**src/rtl/swm_pkg.sv**
```systemverilog
package swm_pkg;

  localparam int unsigned WINDOW_DEPTH = 64;
  localparam int unsigned IDX_W = $clog2(WINDOW_DEPTH);
  localparam int unsigned CNT_W = $clog2(WINDOW_DEPTH + 1);
  localparam int unsigned VALUE_W = 32;
  localparam int unsigned ENTRIES_W = 7;

  localparam logic [1:0] CMD_INSERT = 2'd0;
  localparam logic [1:0] CMD_REMOVE = 2'd1;
  localparam logic [1:0] CMD_CLEAR  = 2'd2;

  localparam logic [1:0] ST_OK    = 2'd0;
  localparam logic [1:0] ST_FULL  = 2'd1;
  localparam logic [1:0] ST_EMPTY = 2'd2;

  typedef enum logic [2:0] {
    IDX_HOLD,
    IDX_COUNT,
    IDX_ZERO,
    IDX_INC,
    IDX_DEC
  } idx_op_t;

  typedef enum logic [1:0] {
    RA_PREV,
    RA_CUR,
    RA_NEXT,
    RA_HALF
  } raddr_sel_t;

  typedef enum logic [1:0] {
    CNT_HOLD,
    CNT_INC,
    CNT_DEC,
    CNT_CLR
  } cnt_op_t;

  typedef enum logic {
    WD_VALUE,
    WD_RDATA
  } wdata_sel_t;

  typedef struct packed {
    logic       load;
    idx_op_t    idx_op;
    logic       rd_en;
    raddr_sel_t rd_sel;
    logic       wr_en;
    wdata_sel_t wd_sel;
    cnt_op_t    cnt_op;
    logic       out_load;
    logic [1:0] out_status;
  } ctl_t;

  typedef struct packed {
    logic [1:0] cmd;
    logic       full;
    logic       empty;
    logic       idx_zero;
    logic       idx_last;
    logic       rd_gt;
    logic       rd_ge;
    logic       out_busy;
  } stat_t;

endpackage

```
**src/rtl/swm_ctrl.sv**
```systemverilog
module swm_ctrl (
  input  logic          clk,
  input  logic          rst,
  input  logic          in_valid,
  output logic          in_ready,
  input  swm_pkg::stat_t stat,
  output swm_pkg::ctl_t  ctl
);
  import swm_pkg::*;

  typedef enum logic [3:0] {
    S_IDLE,
    S_DISPATCH,
    S_INS_CHK,
    S_INS_CMP,
    S_REM_RD,
    S_REM_CMP,
    S_SH_CHK,
    S_SH_WR,
    S_MED_RD,
    S_MED_WAIT
  } state_t;

  state_t     state, state_next;
  logic [1:0] status_code, status_code_next;

  assign in_ready = (state == S_IDLE);

  always_comb begin
    state_next       = state;
    status_code_next = status_code;
    ctl              = '0;
    ctl.idx_op       = IDX_HOLD;
    ctl.rd_sel       = RA_CUR;
    ctl.wd_sel       = WD_VALUE;
    ctl.cnt_op       = CNT_HOLD;
    ctl.out_status   = status_code;
    unique case (state)
      S_IDLE: begin
        if (in_valid) begin
          ctl.load   = 1'b1;
          state_next = S_DISPATCH;
        end
      end
      S_DISPATCH: begin
        status_code_next = ST_OK;
        state_next       = S_MED_RD;
        unique case (stat.cmd)
          CMD_INSERT: begin
            if (stat.full) begin
              status_code_next = ST_FULL;
            end else begin
              ctl.idx_op = IDX_COUNT;
              state_next = S_INS_CHK;
            end
          end
          CMD_REMOVE: begin
            if (stat.empty) begin
              status_code_next = ST_EMPTY;
            end else begin
              ctl.idx_op = IDX_ZERO;
              state_next = S_REM_RD;
            end
          end
          CMD_CLEAR: begin
            ctl.cnt_op = CNT_CLR;
          end
          default: begin
          end
        endcase
      end
      S_INS_CHK: begin
        if (stat.idx_zero) begin
          ctl.wr_en  = 1'b1;
          ctl.wd_sel = WD_VALUE;
          ctl.cnt_op = CNT_INC;
          state_next = S_MED_RD;
        end else begin
          ctl.rd_en  = 1'b1;
          ctl.rd_sel = RA_PREV;
          state_next = S_INS_CMP;
        end
      end
      S_INS_CMP: begin
        ctl.wr_en = 1'b1;
        if (stat.rd_gt) begin
          ctl.wd_sel = WD_RDATA;
          ctl.idx_op = IDX_DEC;
          state_next = S_INS_CHK;
        end else begin
          ctl.wd_sel = WD_VALUE;
          ctl.cnt_op = CNT_INC;
          state_next = S_MED_RD;
        end
      end
      S_REM_RD: begin
        ctl.rd_en  = 1'b1;
        ctl.rd_sel = RA_CUR;
        state_next = S_REM_CMP;
      end
      S_REM_CMP: begin
        if (stat.rd_ge || stat.idx_last) begin
          state_next = S_SH_CHK;
        end else begin
          ctl.idx_op = IDX_INC;
          state_next = S_REM_RD;
        end
      end
      S_SH_CHK: begin
        if (stat.idx_last) begin
          ctl.cnt_op = CNT_DEC;
          state_next = S_MED_RD;
        end else begin
          ctl.rd_en  = 1'b1;
          ctl.rd_sel = RA_NEXT;
          state_next = S_SH_WR;
        end
      end
      S_SH_WR: begin
        ctl.wr_en  = 1'b1;
        ctl.wd_sel = WD_RDATA;
        ctl.idx_op = IDX_INC;
        state_next = S_SH_CHK;
      end
      S_MED_RD: begin
        ctl.rd_en  = 1'b1;
        ctl.rd_sel = RA_HALF;
        state_next = S_MED_WAIT;
      end
      S_MED_WAIT: begin
        if (!stat.out_busy) begin
          ctl.out_load = 1'b1;
          state_next   = S_IDLE;
        end
      end
      default: begin
        state_next = S_IDLE;
      end
    endcase
  end

  always_ff @(posedge clk) begin
    if (rst) begin
      state       <= S_IDLE;
      status_code <= ST_OK;
    end else begin
      state       <= state_next;
      status_code <= status_code_next;
    end
  end

endmodule

```
**src/rtl/swm_datapath.sv**
```systemverilog
module swm_datapath (
  input  logic                          clk,
  input  logic                          rst,
  input  logic [1:0]                    cmd,
  input  logic [swm_pkg::VALUE_W-1:0]   value,
  input  swm_pkg::ctl_t                 ctl,
  output swm_pkg::stat_t                stat,
  output logic                          out_valid,
  input  logic                          out_ready,
  output logic [swm_pkg::VALUE_W-1:0]   median,
  output logic [swm_pkg::ENTRIES_W-1:0] entries,
  output logic [1:0]                    status
);
  import swm_pkg::*;

  logic [VALUE_W-1:0] mem [WINDOW_DEPTH];
  logic [VALUE_W-1:0] rdata;
  logic [VALUE_W-1:0] wdata;
  logic [1:0]         cmd_q;
  logic [VALUE_W-1:0] value_q;
  logic [CNT_W-1:0]   idx;
  logic [CNT_W-1:0]   count;
  logic [CNT_W-1:0]   idx_prev, idx_succ, count_half;
  logic [IDX_W-1:0]   raddr;
  logic [IDX_W-1:0]   waddr;

  assign idx_prev   = idx - CNT_W'(1);
  assign idx_succ   = idx + CNT_W'(1);
  assign count_half = count >> 1;
  assign waddr      = idx[IDX_W-1:0];
  assign wdata      = (ctl.wd_sel == WD_RDATA) ? rdata : value_q;

  always_comb begin
    case (ctl.rd_sel)
      RA_PREV: raddr = idx_prev[IDX_W-1:0];
      RA_CUR:  raddr = idx[IDX_W-1:0];
      RA_NEXT: raddr = idx_succ[IDX_W-1:0];
      RA_HALF: raddr = count_half[IDX_W-1:0];
      default: raddr = idx[IDX_W-1:0];
    endcase
  end

  always_ff @(posedge clk) begin
    if (ctl.wr_en) begin
      mem[waddr] <= wdata;
    end
    if (ctl.rd_en) begin
      rdata <= mem[raddr];
    end
  end

  always_ff @(posedge clk) begin
    if (ctl.load) begin
      cmd_q   <= cmd;
      value_q <= value;
    end
    case (ctl.idx_op)
      IDX_COUNT: idx <= count;
      IDX_ZERO:  idx <= '0;
      IDX_INC:   idx <= idx_succ;
      IDX_DEC:   idx <= idx_prev;
      default:   idx <= idx;
    endcase
    if (ctl.out_load) begin
      median  <= (count != '0) ? rdata : '0;
      entries <= ENTRIES_W'(count);
      status  <= ctl.out_status;
    end
  end

  always_ff @(posedge clk) begin
    if (rst) begin
      count     <= '0;
      out_valid <= 1'b0;
    end else begin
      case (ctl.cnt_op)
        CNT_INC: count <= count + CNT_W'(1);
        CNT_DEC: count <= count - CNT_W'(1);
        CNT_CLR: count <= '0;
        default: count <= count;
      endcase
      if (ctl.out_load) begin
        out_valid <= 1'b1;
      end else if (out_ready) begin
        out_valid <= 1'b0;
      end
    end
  end

  assign stat.cmd      = cmd_q;
  assign stat.full     = (count == CNT_W'(WINDOW_DEPTH));
  assign stat.empty    = (count == '0);
  assign stat.idx_zero = (idx == '0);
  assign stat.idx_last = (idx_succ == count);
  assign stat.rd_gt    = (rdata > value_q);
  assign stat.rd_ge    = (rdata >= value_q);
  assign stat.out_busy = out_valid && !out_ready;

endmodule

```
**src/rtl/sorted_window_median.sv**
```systemverilog
// Sorted window median.
// Input channel (in_valid/in_ready) carries one request: cmd and value.
// cmd insert adds value after any equal entries, remove deletes the first
// entry not below value (or the last entry), clear empties the window.
// Output channel (out_valid/out_ready) returns one result per request:
// median (entry at index entries/2, 0 when empty), entries, and status
// (ok, insert ignored when full, remove ignored when empty).
// One request is processed at a time. The window lives in a single-port
// read / single-port write memory with registered read data, and entries
// are moved or examined one at a time through that port: insert walks
// down from the top shifting larger entries, remove scans up to the
// victim and then shifts the tail down. The next request can be accepted
// as soon as the result is presented.
// Reset empties the window at once; no clearing pass is needed.
// The result sits in an output register, so the next request is accepted
// while it waits. If the receiver stalls and that register is still
// full when the following result is ready, processing holds until it is
// taken.
module sorted_window_median (
  input  logic                          clk,
  input  logic                          rst,
  input  logic                          in_valid,
  output logic                          in_ready,
  input  logic [1:0]                    cmd,
  input  logic [swm_pkg::VALUE_W-1:0]   value,
  output logic                          out_valid,
  input  logic                          out_ready,
  output logic [swm_pkg::VALUE_W-1:0]   median,
  output logic [swm_pkg::ENTRIES_W-1:0] entries,
  output logic [1:0]                    status
);
  import swm_pkg::*;

  ctl_t  ctl;
  stat_t stat;

  swm_ctrl u_ctrl (
    .clk      (clk),
    .rst      (rst),
    .in_valid (in_valid),
    .in_ready (in_ready),
    .stat     (stat),
    .ctl      (ctl)
  );

  swm_datapath u_datapath (
    .clk       (clk),
    .rst       (rst),
    .cmd       (cmd),
    .value     (value),
    .ctl       (ctl),
    .stat      (stat),
    .out_valid (out_valid),
    .out_ready (out_ready),
    .median    (median),
    .entries   (entries),
    .status    (status)
  );

endmodule

```
**config.mk**
```make
export PLATFORM = sky130hd
export DESIGN_NAME = sorted_window_median
export DESIGN_NICKNAME = d
export VERILOG_FILES = /design/src/rtl/swm_pkg.sv /design/src/rtl/swm_ctrl.sv /design/src/rtl/swm_datapath.sv /design/src/rtl/sorted_window_median.sv
export SDC_FILE = /design/constraint.sdc
export NUM_CORES = 2
export LEC_CHECK = 0
export BUFFER_PORTS_ARGS = -buffer_cell sky130_fd_sc_hd__clkbuf_2
export CAP_MARGIN = 20
export CORE_MARGIN = 3
export CORE_UTILIZATION = 30
export DETAILED_ROUTE_END_ITERATION = 8
export HOLD_SLACK_MARGIN = 0.08
export PLACE_DENSITY_LB_ADDON = 0.12
export SYNTH_ARGS = -nofsm -noshare
export SYNTH_HDL_FRONTEND = slang
export SYNTH_SLANG_ARGS = --single-unit
```
**constraint.sdc**
```tcl
create_clock -name clk -period 7.9 [get_ports clk]
set_clock_uncertainty 0.15 [all_clocks]
set_input_delay 0.79 -clock clk [delete_from_list [all_inputs] [get_ports clk]]
set_output_delay 0.79 -clock clk [all_outputs]
set_load 0.02 [all_outputs]
```
==> impl_summary.log <==
[metrics] DRT iter0 DRCs: 5627
[metrics] DRC violation count after routing: 0
[metrics] cell taking the most area after synthesis: sky130_fd_sc_hd__edfxtp_1
[metrics] vias per std cell: 5.214
[metrics] Worst Max-Slew Pin Slew: 1.177 ns
[metrics] design internal power: 20.77 mW
[metrics] unrepaired setup endpoints after global routing: no
[metrics] Syn Std Cell Area: 86070 µm²
[metrics] number of nets at the end of the flow: 6459
[metrics] effective utilization at floorplan: between 30% and 40%
[metrics] area of the die: 293400 µm²
[metrics] CP top delay family: compound AO/OA/AOI/OAI gates
[metrics] first-pass iteration count of the detailed router: 6
[metrics] clock network latency to the later pin of the worst-skew pair: ~0.9 ns
[metrics] Boundary Pins: 81
[metrics] part of the power in combinational logic: 18.5%
[metrics] Final Core Density: 34.95%
[metrics] sum of routed wire length over all layers: 305800 µm
[metrics] sequence of cells on the critical path: nand3_2 > nor2_1 > xnor3_1 > a311oi_1 > o211a_4 > buf_12 > mux2i_1 > a32oi_1 > nand4_1 > nand2_1 > a211oi_1 > o311ai_1
[metrics] Net Sw Frac: 30.30%
[metrics] max incr delay on CP: ~0.9 ns
[metrics] syn nets: 6283
[metrics] synthesized area per cell: 13.87 µm²
[metrics] routability congestion estimate from global placement: 0.7999
[metrics] most common cell after layout, fill and taps aside: sky130_fd_sc_hd__edfxtp_1
[metrics] final count of negative-setup-slack endpoints: 0
[metrics] top library cells by usage in the layout, fill and taps aside: 2162 x sky130_fd_sc_hd__edfxtp_1, 1675 x sky130_fd_sc_hd__nand2_1, 540 x sky130_fd_sc_hd__nand3_1, 243 x sky130_fd_sc_hd__clkbuf_16, 190 x sky130_fd_sc_hd__a21oi_1
[metrics] static leakage power: around 33 nW
[metrics] maximum number of pins on one net before global-route repair: 149
[metrics] Area Growth Syn to Fin: 15.82%
[metrics] Clock Sinks: 2176
[metrics] num rows: 196
[metrics] Data required, critical path: 8.32 ns
[metrics] type of element launching the critical path: flip-flop
[metrics] share of post-route cells with drive strength above 1: 11.05%
[metrics] status: finished, final reports clean
[metrics] switching component of the power: 9.029 mW
[metrics] Slew HR: a little over a fifth
[metrics] buffer type at the clock tree root: sky130_fd_sc_hd__clkbuf_16
[metrics] Die Y-Extent: 541.6 µm
[metrics] H-tree levels: 4
[metrics] ANT nets after route: 0
[metrics] sum of negative setup slack: 0 ns
[metrics] via count of the first global-routing pass: between 50000 and 60000
[metrics] number of clock buffers inserted by TritonCTS: between 200 and 250
[metrics] dpl cells: 9865
[metrics] wire length of the first global-routing pass: 423600 µm
[metrics] number of buffers between clock root and the deepest sink: 4
[metrics] number of register bits inferred by synthesis: between 2000 and 2500
[metrics] routed length per instance: around 30 µm
[metrics] endpoints failing hold: 0
[metrics] portion of the post-synthesis area used by sequential elements: 75.75%
[metrics] endpoint of the worst hold-timing path: u_datapath.status[1]$_DFFE_PP_
[metrics] slack of the worst reg-to-reg path: roughly 1.8 ns
[metrics] total setup buffers inserted after CTS: 0
[metrics] overall track demand over capacity in global routing: between 20% and 30%
[metrics] WS Path Type: reg2reg
[metrics] cell with the largest stage delay on the worst path: sky130_fd_sc_hd__o211a_4
[metrics] Critical Path End Type: flip-flop
[metrics] fraction of registers with async set/reset: 0%
[metrics] total of buffers placed on input and output ports: 80
[metrics] number of unique standard cell types used by synthesis: 76
[metrics] period utilisation layout: between 70% and 80%
[metrics] CP arrival: 6.53 ns
[metrics] hold crit path type: reg2reg
[metrics] CTS tree: built
[metrics] count of mapped cells out of synthesis: 6205
[metrics] largest fanout on the critical path: 103
[metrics] final-report max-slew violation count: 0
[metrics] total via count in the routed design: 53940
[metrics] count of placed standard cells in the final layout, fillers left out: 10350
[metrics] initial antenna violation count: 22
[metrics] power density relative to cell area: 298.9 nW/µm²
[metrics] global route total overflow: 0
[metrics] number of buffers and inverters on the critical path: 1
[metrics] Peak VDD IR: 0.1864 mV
[metrics] sum of net half-perimeters after detailed placement: about 180000 µm
[metrics] upper clock frequency limit: 163.7 MHz
[metrics] RR Endpoint: u_datapath.rdata[11]$_DFFE_PP_
[metrics] Std-Cell Core Area: 285200 µm²
[metrics] area share of the largest cell type after synthesis: 75.43%
[metrics] worst hold path depth: 0
[metrics] Synth Warn #: 0
[metrics] cell depth of the worst flop-to-flop path: 12
[metrics] clock-pin slew on the worst setup and hold paths: 0.06 ns
[metrics] ranking of synthesized cells by area: sky130_fd_sc_hd__edfxtp_1 75%, sky130_fd_sc_hd__nand2_1 7.3%, sky130_fd_sc_hd__nand3_1 3.1%, sky130_fd_sc_hd__mux2i_1 1.7%, sky130_fd_sc_hd__a32oi_1 1.6%
[metrics] Seq pwr share: 45.3%
[metrics] clock share of power: 36.2%
[metrics] horizontal extent of the die: 541.6 µm
[metrics] Top FF cell, synth: sky130_fd_sc_hd__edfxtp_1
[metrics] Post-synth EDFFs: approximately 2200
[metrics] maximum capacitance violations: 0
[metrics] post-cts gate resize count: 0
[metrics] source of the worst hold timing path: u_ctrl.status_code[1]$_SDFFE_PP0P_
[metrics] reg-to-reg critical path startpoint: u_datapath.idx[3]$_DFFE_PP_
[metrics] Final Critical Period: just over 6 ns
## worst reg2reg max path: cells and delay by family (launching register included)
kind,cells,cell delay (ns)
multiplexers,1,0.32
flip-flops,1,0.69
buffers and inverters,1,0.59
AND/OR/NAND/NOR,4,1.36
XOR/XNOR,1,0.39
AO/OA/AOI/OAI,5,2.32
## registers in the layout, indices dropped and copies added, names as in the netlist
name,flops
u_datapath.value_q,32
u_ctrl.status_code,2
u_datapath.mem,2048
u_datapath.status,2
u_datapath.count,7
u_datapath.median,32
u_datapath.rdata,32
u_ctrl.state,4
u_datapath.idx,7
u_datapath.out_valid,1
u_datapath.entries,7
u_datapath.cmd_q,2
## timing repair
item | in CTS | in global routing
hold buffers | 36 | 0
hold endpoints to repair | 38 | 0
endpoints found under the setup margin | 0 | 0
## logic make-up after synthesis
logic type | synth area share, %
buffers and inverters | 2.211
AO/OA/AOI/OAI | 5.511
multiplexers | 2.156
adder cells (fa/ha/maj) | 0.5902
flip-flops | 75.75
AND/OR/NAND/NOR | 13.49
XOR/XNOR | 0.2936
## worst max-delay path by stage
stage | endpoint | slack, ns | cells past startpoint | startpoint
floorplan | u_datapath.mem[0][0]$_DFFE_PP_ | 2.05 | 11 | u_datapath.rdata[29]$_DFFE_PP_
global placement | u_datapath.rdata[11]$_DFFE_PP_ | 1.95 | 12 | u_datapath.idx[3]$_DFFE_PP_
detailed placement | u_datapath.rdata[6]$_DFFE_PP_ | 1.89 | 11 | u_datapath.idx[3]$_DFFE_PP_
CTS | u_datapath.rdata[6]$_DFFE_PP_ | 1.86 | 11 | u_datapath.idx[3]$_DFFE_PP_
global route | u_datapath.rdata[11]$_DFFE_PP_ | 1.52 | 12 | u_datapath.idx[3]$_DFFE_PP_
finish | u_datapath.rdata[11]$_DFFE_PP_ | 1.79 | 12 | u_datapath.idx[3]$_DFFE_PP_
## layout make-up
cell class / instances / area [µm²]
fillers: 27470 / 185500
flip-flops and latches: 2176 / 65200
multi-input cells: 3604 / 19590
clock buffers: 290 / 6257
well taps: 3762 / 4707
repair buffers: 316 / 2610
clock inverters: 140 / 1126
inverters: 44 / 165.2
diodes: 13 / 32.53
## per-stage QoR
step	power, mW	worst slack [ns]	hold WS, ns	cell area, µm²
after floorplan	16.62	2.053	0.2564	86070
after global placement	19.25	1.953	0.2821	91790
after detailed placement	19.27	1.887	0.2852	91890
after CTS	30.10	1.865	0.2431	99630
after global routing	30.89	1.525	0.3030	99660
final	29.80	1.790	0.3116	99690
## power groups by stage
stage | Clock [mW] | Sequential (mW) | Combinational [mW]
after global routing | 11.5 | 13.5 | 5.91
after floorplan | 0 | 13.6 | 3.04
final | 10.8 | 13.5 | 5.52
after global placement | 0 | 13.7 | 5.52
after CTS | 11.1 | 13.5 | 5.56
after detailed placement | 0 | 13.7 | 5.54
## Yosys cell counts, types with 5 or more instances
cell	number
sky130_fd_sc_hd__a21boi_0	5
sky130_fd_sc_hd__edfxtp_1	2162
sky130_fd_sc_hd__a31oi_1	99
sky130_fd_sc_hd__a21o_1	22
sky130_fd_sc_hd__or3_1	14
sky130_fd_sc_hd__buf_2	225
sky130_fd_sc_hd__mux2i_1	148
sky130_fd_sc_hd__a22o_1	5
sky130_fd_sc_hd__xnor2_1	12
sky130_fd_sc_hd__a21oi_1	190
sky130_fd_sc_hd__a211o_1	6
sky130_fd_sc_hd__o2111ai_1	9
sky130_fd_sc_hd__nand2b_1	7
sky130_fd_sc_hd__nor2_1	133
sky130_fd_sc_hd__nand4_1	147
sky130_fd_sc_hd__nor3_1	23
sky130_fd_sc_hd__nor4_1	6
sky130_fd_sc_hd__o21ai_0	34
sky130_fd_sc_hd__nor2b_1	38
sky130_fd_sc_hd__or4_1	10
sky130_fd_sc_hd__a32oi_1	156
sky130_fd_sc_hd__a221oi_1	25
sky130_fd_sc_hd__o211ai_1	16
sky130_fd_sc_hd__and3_1	52
sky130_fd_sc_hd__dfxtp_1	14
sky130_fd_sc_hd__a311oi_1	19
sky130_fd_sc_hd__buf_1	40
sky130_fd_sc_hd__ha_1	39
sky130_fd_sc_hd__clkbuf_1	109
sky130_fd_sc_hd__nand3_1	541
sky130_fd_sc_hd__buf_4	7
sky130_fd_sc_hd__xor2_1	9
sky130_fd_sc_hd__mux2_2	32
sky130_fd_sc_hd__a22oi_1	36
sky130_fd_sc_hd__nand3b_1	6
sky130_fd_sc_hd__inv_1	44
sky130_fd_sc_hd__a211oi_1	18
sky130_fd_sc_hd__and2_1	9
sky130_fd_sc_hd__nand2_1	1676
## layer usage
metal	vias to the layer above	GRT usage (%)	routed length [µm]
li1	23600	-	-
met1	28270	29.93	142300
met2	1749	31.96	140500
met3	328	2.588	17600
met4	0	3.963	5372
met5	-	0	0
Note: power is estimated with default switching activity, not from simulation.
